[src/hdl/lsvc_pkg.sv]
package lsvc_pkg;

  localparam int COORD_BITS = 16;
  localparam int CELL_BITS  = 8;

  // Remainder pipeline: bits of the coordinate retired per stage.
  localparam int MOD_STEP   = 4;
  localparam int MOD_STAGES = (COORD_BITS + MOD_STEP - 1) / MOD_STEP;
  localparam int PAD_BITS   = MOD_STAGES * MOD_STEP;

  // Remainder stages, then distance, square, sum and compare stages.
  localparam int NUM_STAGES = MOD_STAGES + 4;

  localparam int SQ_BITS  = 2 * CELL_BITS;
  localparam int SUM_BITS = 2 * CELL_BITS + 2;
  localparam int CMP_BITS = SUM_BITS + 2;

  localparam int CFG_INDEX_BITS = 1;
  localparam int CFG_DATA_BITS  = CELL_BITS;

  typedef logic [CELL_BITS-1:0]      cell_t;
  typedef logic [COORD_BITS-1:0]     coord_t;
  typedef logic [PAD_BITS-1:0]       pad_t;
  typedef logic [SQ_BITS-1:0]        sq_t;
  typedef logic [SUM_BITS-1:0]       sum_t;
  typedef logic [CMP_BITS-1:0]       cmp_t;
  typedef logic [1:0]                mode_t;
  typedef logic [CFG_INDEX_BITS-1:0] cfg_index_t;
  typedef logic [CFG_DATA_BITS-1:0]  cfg_data_t;

  localparam mode_t MODE_SC  = 2'd0;
  localparam mode_t MODE_BCC = 2'd1;
  localparam mode_t MODE_FCC = 2'd2;

  localparam cfg_index_t REG_LATTICE_MODE = 1'd0;
  localparam cfg_index_t REG_CELL_SIZE    = 1'd1;

  localparam mode_t RESET_MODE = MODE_SC;
  localparam cell_t RESET_CELL = cell_t'(8);

endpackage

[src/hdl/lattice_sphere_voxel_classifier.sv]
// Channel   Handshake                  Payload
// config    cfg_valid / cfg_ready      cfg_index, cfg_data
// voxel in  in_valid / in_stall        pos_x, pos_y, pos_z
// result    out_valid / out_stall      solid
//
// One voxel enters per cycle while in_stall is low; its result is offered
// behind NUM_STAGES stages: MOD_STAGES remainder stages plus four more.
// Reset clears all valid bits and restores the simple cubic mode with cell 8.
// A stall at the output fills bubbles first, then holds every stage in place.
module lattice_sphere_voxel_classifier (
  input  logic                       clk,
  input  logic                       rst,
  input  logic                       cfg_valid,
  output logic                       cfg_ready,
  input  lsvc_pkg::cfg_index_t       cfg_index,
  input  lsvc_pkg::cfg_data_t        cfg_data,
  input  logic                       in_valid,
  output logic                       in_stall,
  input  lsvc_pkg::coord_t           pos_x,
  input  lsvc_pkg::coord_t           pos_y,
  input  lsvc_pkg::coord_t           pos_z,
  output logic                       out_valid,
  input  logic                       out_stall,
  output logic                       solid
);

  localparam int MS = lsvc_pkg::MOD_STAGES;
  localparam int NS = lsvc_pkg::NUM_STAGES;
  localparam int ST = lsvc_pkg::MOD_STEP;
  localparam int PB = lsvc_pkg::PAD_BITS;
  localparam int CB = lsvc_pkg::CELL_BITS;

  function automatic lsvc_pkg::cell_t mod_chunk(input lsvc_pkg::cell_t r_in,
                                                input logic [ST-1:0] bits,
                                                input lsvc_pkg::cell_t a);
    logic [CB:0] t;
    lsvc_pkg::cell_t r;
    r = r_in;
    for (int j = ST - 1; j >= 0; j--) begin
      t = {r, bits[j]};
      if (t >= {1'b0, a}) begin
        t = t - {1'b0, a};
      end
      r = t[CB-1:0];
    end
    return r;
  endfunction

  function automatic lsvc_pkg::sq_t square(input lsvc_pkg::cell_t v);
    lsvc_pkg::sq_t ve;
    ve = lsvc_pkg::sq_t'(v);
    return lsvc_pkg::sq_t'(ve * ve);
  endfunction

  function automatic lsvc_pkg::sum_t sum3(input lsvc_pkg::sq_t u,
                                          input lsvc_pkg::sq_t v,
                                          input lsvc_pkg::sq_t w);
    return lsvc_pkg::sum_t'(u) + lsvc_pkg::sum_t'(v) + lsvc_pkg::sum_t'(w);
  endfunction

  lsvc_pkg::mode_t lattice_mode;
  lsvc_pkg::cell_t cell_size;
  lsvc_pkg::cell_t a_eff;
  lsvc_pkg::sq_t   aa;

  logic [NS-1:0] vld;
  logic [NS-1:0] go;

  lsvc_pkg::pad_t  pin   [3];
  lsvc_pkg::pad_t  crd   [MS-1][3];
  lsvc_pkg::cell_t rem   [MS][3];
  lsvc_pkg::cell_t rem_next [MS][3];

  lsvc_pkg::cell_t cd  [3];
  lsvc_pkg::cell_t hd  [3];
  lsvc_pkg::cell_t cd_next [3];
  lsvc_pkg::cell_t hd_next [3];
  lsvc_pkg::sq_t   csq [3];
  lsvc_pkg::sq_t   hsq [3];

  lsvc_pkg::sum_t q_c, q_b, q_f1, q_f2, q_f3;
  logic           solid_next;

  assign cfg_ready = 1'b1;
  assign a_eff     = (cell_size == '0) ? lsvc_pkg::cell_t'(1) : cell_size;

  always_ff @(posedge clk) begin
    if (rst) begin
      lattice_mode <= lsvc_pkg::RESET_MODE;
      cell_size    <= lsvc_pkg::RESET_CELL;
    end else if (cfg_valid && cfg_ready) begin
      case (cfg_index)
        lsvc_pkg::REG_LATTICE_MODE: lattice_mode <= cfg_data[1:0];
        lsvc_pkg::REG_CELL_SIZE:    cell_size    <= cfg_data;
        default: ;
      endcase
    end
  end

  always_ff @(posedge clk) begin
    aa <= square(a_eff);
  end

  // Bubble-collapsing flow control: a stage loads when it is empty or drains.
  always_comb begin
    go[NS-1] = !vld[NS-1] || !out_stall;
    for (int k = NS - 2; k >= 0; k--) begin
      go[k] = !vld[k] || go[k+1];
    end
  end

  assign in_stall  = !go[0];
  assign out_valid = vld[NS-1];

  always_ff @(posedge clk) begin
    if (rst) begin
      vld <= '0;
    end else begin
      if (go[0]) begin
        vld[0] <= in_valid;
      end
      for (int k = 1; k < NS; k++) begin
        if (go[k]) begin
          vld[k] <= vld[k-1];
        end
      end
    end
  end

  assign pin[0] = lsvc_pkg::pad_t'(pos_x);
  assign pin[1] = lsvc_pkg::pad_t'(pos_y);
  assign pin[2] = lsvc_pkg::pad_t'(pos_z);

  // Restoring remainder, most significant coordinate bits first.
  always_comb begin
    for (int ax = 0; ax < 3; ax++) begin
      rem_next[0][ax] = mod_chunk('0, pin[ax][PB-1 -: ST], a_eff);
      for (int k = 1; k < MS; k++) begin
        rem_next[k][ax] = mod_chunk(rem[k-1][ax], crd[k-1][ax][PB-1-k*ST -: ST], a_eff);
      end
    end
  end

  always_ff @(posedge clk) begin
    if (go[0]) begin
      for (int ax = 0; ax < 3; ax++) begin
        crd[0][ax] <= pin[ax];
        rem[0][ax] <= rem_next[0][ax];
      end
    end
    for (int k = 1; k < MS - 1; k++) begin
      if (go[k]) begin
        for (int ax = 0; ax < 3; ax++) begin
          crd[k][ax] <= crd[k-1][ax];
        end
      end
    end
    for (int k = 1; k < MS; k++) begin
      if (go[k]) begin
        for (int ax = 0; ax < 3; ax++) begin
          rem[k][ax] <= rem_next[k][ax];
        end
      end
    end
  end

  // Doubled distances to the nearest corner and to the centre plane.
  always_comb begin
    logic [CB:0]   m2;
    logic [CB:0]   a9;
    logic [CB+1:0] two_a;
    for (int ax = 0; ax < 3; ax++) begin
      m2    = {rem[MS-1][ax], 1'b0};
      a9    = {1'b0, a_eff};
      two_a = {1'b0, a_eff, 1'b0};
      if (m2 <= a9) begin
        cd_next[ax] = m2[CB-1:0];
      end else begin
        cd_next[ax] = lsvc_pkg::cell_t'(two_a - {1'b0, m2});
      end
      if (m2 >= a9) begin
        hd_next[ax] = lsvc_pkg::cell_t'(m2 - a9);
      end else begin
        hd_next[ax] = lsvc_pkg::cell_t'(a9 - m2);
      end
    end
  end

  always_ff @(posedge clk) begin
    if (go[MS]) begin
      for (int ax = 0; ax < 3; ax++) begin
        cd[ax] <= cd_next[ax];
        hd[ax] <= hd_next[ax];
      end
    end
    if (go[MS+1]) begin
      for (int ax = 0; ax < 3; ax++) begin
        csq[ax] <= square(cd[ax]);
        hsq[ax] <= square(hd[ax]);
      end
    end
    if (go[MS+2]) begin
      q_c  <= sum3(csq[0], csq[1], csq[2]);
      q_b  <= sum3(hsq[0], hsq[1], hsq[2]);
      q_f1 <= sum3(hsq[0], hsq[1], csq[2]);
      q_f2 <= sum3(hsq[0], csq[1], hsq[2]);
      q_f3 <= sum3(csq[0], hsq[1], hsq[2]);
    end
    if (go[MS+3]) begin
      solid <= solid_next;
    end
  end

  always_comb begin
    lsvc_pkg::cmp_t aa_e;
    lsvc_pkg::cmp_t aa3;
    aa_e = lsvc_pkg::cmp_t'(aa);
    aa3  = aa_e + (aa_e << 1);
    case (lattice_mode)
      lsvc_pkg::MODE_SC: begin
        solid_next = lsvc_pkg::cmp_t'(q_c) <= aa_e;
      end
      lsvc_pkg::MODE_BCC: begin
        solid_next = ((lsvc_pkg::cmp_t'(q_c) << 2) <= aa3)
                  || ((lsvc_pkg::cmp_t'(q_b) << 2) <= aa3);
      end
      lsvc_pkg::MODE_FCC: begin
        solid_next = ((lsvc_pkg::cmp_t'(q_c)  << 1) <= aa_e)
                  || ((lsvc_pkg::cmp_t'(q_f1) << 1) <= aa_e)
                  || ((lsvc_pkg::cmp_t'(q_f2) << 1) <= aa_e)
                  || ((lsvc_pkg::cmp_t'(q_f3) << 1) <= aa_e);
      end
      default: begin
        solid_next = 1'b0;
      end
    endcase
  end

endmodule

[config.mk]
export PLATFORM = sky130hd
export DESIGN_NAME = lattice_sphere_voxel_classifier
export DESIGN_NICKNAME = d
export VERILOG_FILES = /design/src/hdl/lsvc_pkg.sv /design/src/hdl/lattice_sphere_voxel_classifier.sv
export SDC_FILE = /design/constraint.sdc
export NUM_CORES = 2
export LEC_CHECK = 0
export ABC_AREA = 0
export BUFFER_PORTS_ARGS = -buffer_cell sky130_fd_sc_hd__buf_2
export CAP_MARGIN = 40
export CORE_ASPECT_RATIO = 0.8
export CORE_MARGIN = 2
export CORE_UTILIZATION = 60
export DETAILED_ROUTE_END_ITERATION = 6
export PLACE_DENSITY = 0.76
export SYNTH_ARGS = -nofsm -noshare
export SYNTH_HDL_FRONTEND = slang
export SYNTH_SLANG_ARGS = --single-unit
[constraint.sdc]
create_clock -name clk -period 11.2 [get_ports clk]
set_input_delay 1.12 -clock clk [delete_from_list [all_inputs] [get_ports clk]]
set_output_delay 1.12 -clock clk [all_outputs]
set_load 0.005 [all_outputs]
### Word level (Yosys, flattened, before mapping)

Memory sizes are Yosys's and may differ from the RTL's.
Index checks and enable logic that the tools add are counted.

| operators by class | value |
|---|---|
| bitwise logic cells | 1 |
| equal/unequal tests | 2 |
| add/subtract/negate cells | 67 |
| $lt $le $gt $ge | 61 |
| reductions and logical operators | 26 |
| multiply operators | 7 |
| muxes and demuxes | 68 |

Operators with widths:

| kind | number |
|---|---|
| two-way mux 8 bit | 55 |
| greater-or-equal comparator 9 x 8 -> 1 bit | 48 |
| subtractor 8 bit | 54 |
| multiplier 8 x 8 -> 16 bit | 7 |
| less-or-equal comparator 19 x 16 -> 1 bit | 4 |
| adder 17 x 16 -> 18 bit | 4 |
| adder 16 x 16 -> 17 bit | 4 |
| less-or-equal comparator 20 x 18 -> 1 bit | 2 |
| less-or-equal comparator 9 x 8 -> 1 bit | 3 |
| greater-or-equal comparator 1 x 8 -> 1 bit | 3 |
| subtractor 1 x 8 -> 8 bit | 3 |
| adder 16 x 17 -> 18 bit | 1 |
| adder 18 x 16 -> 18 bit | 1 |
| less-or-equal comparator 18 x 16 -> 1 bit | 1 |
| logical OR 1 bit | 12 |
| two-way mux 1 bit | 12 |
| logical NOT 1 bit | 10 |
| logical NOT 8 bit | 1 |
| AND reduction 2 bit | 2 |
| one-hot mux 1 bit (3 select lines) | 1 |
| equality test 2 x 1 -> 1 bit (second input constant) | 1 |
| equality test 2 bit (second input constant) | 1 |
| logical NOT 2 bit | 1 |
| NOT 1 bit | 1 |

| storage, ports and cells | value |
|---|---|
| RAM bits | 384 |
| memories | 6 |
| output and inout bits | 4 |
| register bits | 125 |

Memory list:

| memory | words | width | read ports | clocked after memory_dff | wr ports | RTL line | text |
|---|---|---|---|---|---|---|---|
| crd | 3 | 48 | 3 | 0 | 3 | lattice_sphere_voxel_classifier.sv:70 | `lsvc_pkg::pad_t crd [MS-1][3];` |
| rem | 4 | 24 | 4 | 0 | 4 | lattice_sphere_voxel_classifier.sv:71 | `lsvc_pkg::cell_t rem [MS][3];` |
| csq | 3 | 16 | 3 | 0 | 3 | lattice_sphere_voxel_classifier.sv:78 | `lsvc_pkg::sq_t csq [3];` |
| hsq | 3 | 16 | 3 | 0 | 3 | lattice_sphere_voxel_classifier.sv:79 | `lsvc_pkg::sq_t hsq [3];` |
| cd | 3 | 8 | 3 | 0 | 3 | lattice_sphere_voxel_classifier.sv:74 | `lsvc_pkg::cell_t cd [3];` |
| hd | 3 | 8 | 3 | 0 | 3 | lattice_sphere_voxel_classifier.sv:75 | `lsvc_pkg::cell_t hd [3];` |

### Logic depth before layout (Yosys ltp)

| logic depth | value |
|---|---|
| depth in word-level cells | 11 |
| depth in mapped cells | 43 |

### Worst setup path before layout

Ideal clock, no wire load.

| path | value |
|---|---|
| kind | flip-flop to flip-flop |
| start | register cell_size[5] |
| end | memory rem[1][11] (netlist bit), data pin |
| path buffers | 3 |
| cell stages (with the launch flop) | 41 |
| arrival time | 9395 ps |
| data required time | 10923 ps |
| slack | 1528 ps |
| cell sequence | dfxtp_1 -> buf_2 -> nor4_4 -> a31o_2 -> ha_1 -> nor2b_1 -> o31a_1 -> o21ai_0 -> a21o_1 -> nand2_1 -> o21ai_0 -> inv_1 -> ha_1 -> nor2b_1 -> o211ai_1 -> a31oi_1 -> o31ai_1 -> nand3_1 -> (+5 left out) -> a21oi_1 -> o41ai_1 -> a21boi_0 -> a311oi_1 -> and2_1 -> buf_2 -> mux2i_1 -> ha_1 -> nor2b_1 -> o21ai_0 -> a21oi_1 -> o41ai_1 -> o2bb2ai_1 -> nand3b_1 -> a21oi_1 -> a31o_2 -> clkbuf_1 -> o221ai_1 |

RTL lines:

| item | RTL line | text |
|---|---|---|
| from (decl) | lattice_sphere_voxel_classifier.sv:62 | `lsvc_pkg::cell_t cell_size;` |
| from (signal assigned) | lattice_sphere_voxel_classifier.sv:90 | `cell_size <= lsvc_pkg::RESET_CELL;` |
| from (signal assigned) | lattice_sphere_voxel_classifier.sv:94 | `lsvc_pkg::REG_CELL_SIZE: cell_size <= cfg_data;` |
| to (decl) | lattice_sphere_voxel_classifier.sv:71 |  |

==> metrics.csv <==
stage,metric,value,unit
cts,clkSinkCount,408,
cts,buffer_type_at_the_clock_tree_root,sky130_fd_sc_hd__clkbuf_16,
floorplanning,rows,94,
drt,post_dr_vias_cell,6.05,
global_route,first_global_vias,38352,
global_route,grt-ovfl-total,0,
setup_path,crit-reg2reg-launch,cell_size[4],
setup_path,timing.setup.critical_path_class,flop to flop,
timing,timing.final.crit_period,10.33,ns
placed_design,dpl.hpwl,98.3,mm
drt,vias,39167,
cells_and_area,area_growth_syn_to_layout,7.03,%
setup_path,crit_path_top_delay_cell,sky130_fd_sc_hd__nor4_4,
logic_synthesis,yosysWarnings,0,
global_route,total_routing_resource_utilization_after_global_routing,28.8,%
cells_and_area,multiInputGateArea,0.0361,sq mm
cells_and_area,nets,6451,
cts,clk_latency,0.63,ns
setup_path,critical_path_at,10.69,ns
cts,cts_max_path_buffers,3,
timing,maxSlewHeadroom,41.6,%
drt,wl_per_cell,19.3,microns
logic_synthesis,asyncSetResetFlopFracSynth,0,%
timing,tns,0,ns
logic_synthesis,mean_cell_area_of_the_mapped_netlist,9.60,sq um
floorplanning,die_y,263,microns
worst_hold_path,holdCritPathClass,flop to flop,
logic_synthesis,synthCells,5223,
timing,worst_tran_pin_value,0.876,ns
timing,timing.final.max_slew_violations,0,
logic_synthesis,synth_top_cell_by_area,sky130_fd_sc_hd__edfxtp_1,
drt,ant_nets,0,
logic_synthesis,largest_cells_by_area_after_synthesis,"sky130_fd_sc_hd__edfxtp_1 (22%), sky130_fd_sc_hd__ha_1 (20%), sky130_fd_sc_hd__fa_1 (9.9%), sky130_fd_sc_hd__xnor2_1 (5.0%), sky130_fd_sc_hd__mux2_2 (4.3%)",
drt,drt_iter0_drc,2901,
logic_synthesis,mappedNetlistArea,0.0501,sq mm
cells_and_area,antenna_cells,0,
cells_and_area,layout-drive-gt1-share,8.80,%
timing,fmax,96.8,MHz
cells_and_area,layout.filler_cells,6595,
drt,drtPass1Iterations,7,
setup_path,worst_ep_required_time,11.56,ns
logic_synthesis,synth_edf_count,375,
setup_path,critical_path_depth,37,
setup_path,crit_path_end_kind,flop,
cts,tritoncts,yes,
logic_synthesis,ys_ff_latch,408,
floorplanning,floorplan.io_pins,66,
placed_design,io_buffers,64,
floorplanning,die-area,0.0859,sq mm
drt,route.final.wire_length,125,mm
logic_synthesis,post-synth-top-area-fraction,22.5,%
placed_design,gp_routability_congestion,0.980,
cells_and_area,final-seq-area,0.0119,sq mm
timing,final_number_of_hold_violating_endpoints,0,
floorplanning,floorplan.initialDensity,60.8,%
logic_synthesis,synth_seq_area_share,23.8,%
setup_path,worst_r2r_path_depth,37,
logic_synthesis,yosysUniqueCellTypes,98,
setup_path,worst_setup_path_start_kind,flop,
setup_path,ff2ff_setup_slack,0.87,ns
timing,setup_repair_after_global_routing_missed_its_margin,false,
run,max_cap_viol_count,0,
status,run_status,finished clean,
cts,path_clk_slew,0.06,ns
global_route,global_route_wire_length_before_repair,201,mm
global_route,grt_start_max_net_pins,67,
floorplanning,coreArea,0.0824,sq mm
logic_synthesis,postSynth.topFlopCell,sky130_fd_sc_hd__edfxtp_1,
timing,final-setup-viol-count,0,
setup_path,critical_path.max_fanout,11,
worst_hold_path,min_delay_path_depth,0,
drt,drc_violations_left,0,
global_route,grt_antenna_before_repair,1,
worst_hold_path,holdPathEnd,crd[2][3],
timing,clock_skew,0.0232,ns
cts,numCtsBuffers,48,
setup_path,regToRegEndpoint,rem[2][17],
setup_path,slowest_delay,0.57,ns
worst_hold_path,holdCritStartpoint,crd[1][3],
cts,htree_num_levels,2,
floorplanning,die_w,327,microns
setup_path,crit_buf_inv,3,
timing,final.period_utilization,92.2,%
setup_path,critical-path-top-delay-family,compound AO/OA/AOI/OAI gates,
## worst max path at each step
| stage | end | from |
|---|---|---|
| final | rem[2][17] | cell_size[4] |
| after CTS | rem[1][12] | cell_size[4] |
| after global placement | rem[1][12] | cell_size[4] |
| after floorplan | rem[1][11] | cell_size[5] |
| after detailed placement | rem[1][12] | cell_size[4] |
| after global routing | rem[1][12] | cell_size[4] |
## through the flow
stage | setup WS (ns) | hold slack (ns) | area [sq um] | instances | utilization (%)
2_1_floorplan | 1.53 | 0.400 | 50100 | 5226 | -
3_5_place_dp | 0.849 | 0.405 | 52100 | 6389 | 63.1
6_report | 0.871 | 0.413 | 53600 | 6477 | 65.1
3_3_place_gp | 1.23 | 0.402 | 52000 | 6388 | 63.1
4_1_cts | 0.812 | 0.418 | 53600 | 6477 | 65.1
5_1_grt | 0.00372 | 0.423 | 53600 | 6477 | 65.1
## synth_stat cells (all sizes together) (115+ instances only)
library cell and count:
a21o 115, a21oi 312, and2 130, edfxtp 375, fa 247, ha 807
inv 501, mux2 190, nand2 280, nor2 343, nor2b 142, o21ai 253
xnor2 286, xor2 120
## routing by layer
metal / vias up / global-route usage, % / wire (microns)
li1: 19009 / - / -
met1: 18748 / 41.1 / 58000
met4: 0 / 7.62 / 3330
met3: 239 / 3.37 / 7640
met2: 1171 / 46.2 / 55700
met5: - / 0 / 0
## kinds of logic after synthesis
family	share of synthesized area, %
AND/OR/NAND/NOR	13.9
buffers and inverters	4.23
multiplexers	6.06
XOR/XNOR	7.09
AO/OA/AOI/OAI	14.9
other	0.0150
flip-flops	23.8
adder cells (fa/ha/maj)	30.0
## state kept, by name (all words and copies together) (netlist names), 15 cells and up
name / count
rem: 96
crd: 72
hsq: 43
csq: 39
hd: 22
cd: 21
q_b: 17
q_c: 16
q_f1: 16
q_f2: 16
q_f3: 16
aa: 15
## final cells by class
class | count | share of cell area (%)
Multi-Input combinational cell | 4259 | 67.3
Sequential cell | 408 | 22.2
Inverter | 501 | 3.51
Tap cell | 1104 | 2.57
Clock buffer | 59 | 2.32
Timing Repair Buffer | 117 | 1.39
Clock inverter | 29 | 0.648
## cell usage in the layout (no fill, tap or decap), drive strengths merged, types with 19 or more instances in the layout
cell type / n
nor2: 343
a31oi: 29
nand4: 67
xor2: 120
o21ai: 253
clkinv: 22
inv: 500
ha: 807
mux2: 190
o21bai: 71
nand2b: 68
and3: 33
or2: 39
nor2b: 142
mux2i: 88
xnor2: 286
nor3: 97
nand3: 87
clkbuf: 59
dfxtp: 33
o21a: 84
a21boi: 31
o31ai: 26
a21oi: 312
and2: 130
fa: 247
o211ai: 29
a21o: 115
edfxtp: 375
nand2: 280
o31a: 19
buf: 117
or3: 31
a211oi: 31
## what timing repair did
item                       CTS  global route
hold endpoints to repair     0             0
setup endpoints to repair    0             8
buffers inserted             0             0
gates resized for setup      0             3
hold buffers                 0             0
Power is not shown: default switching activity piles up to over one toggle a cycle in this logic, so the estimate is an artifact.
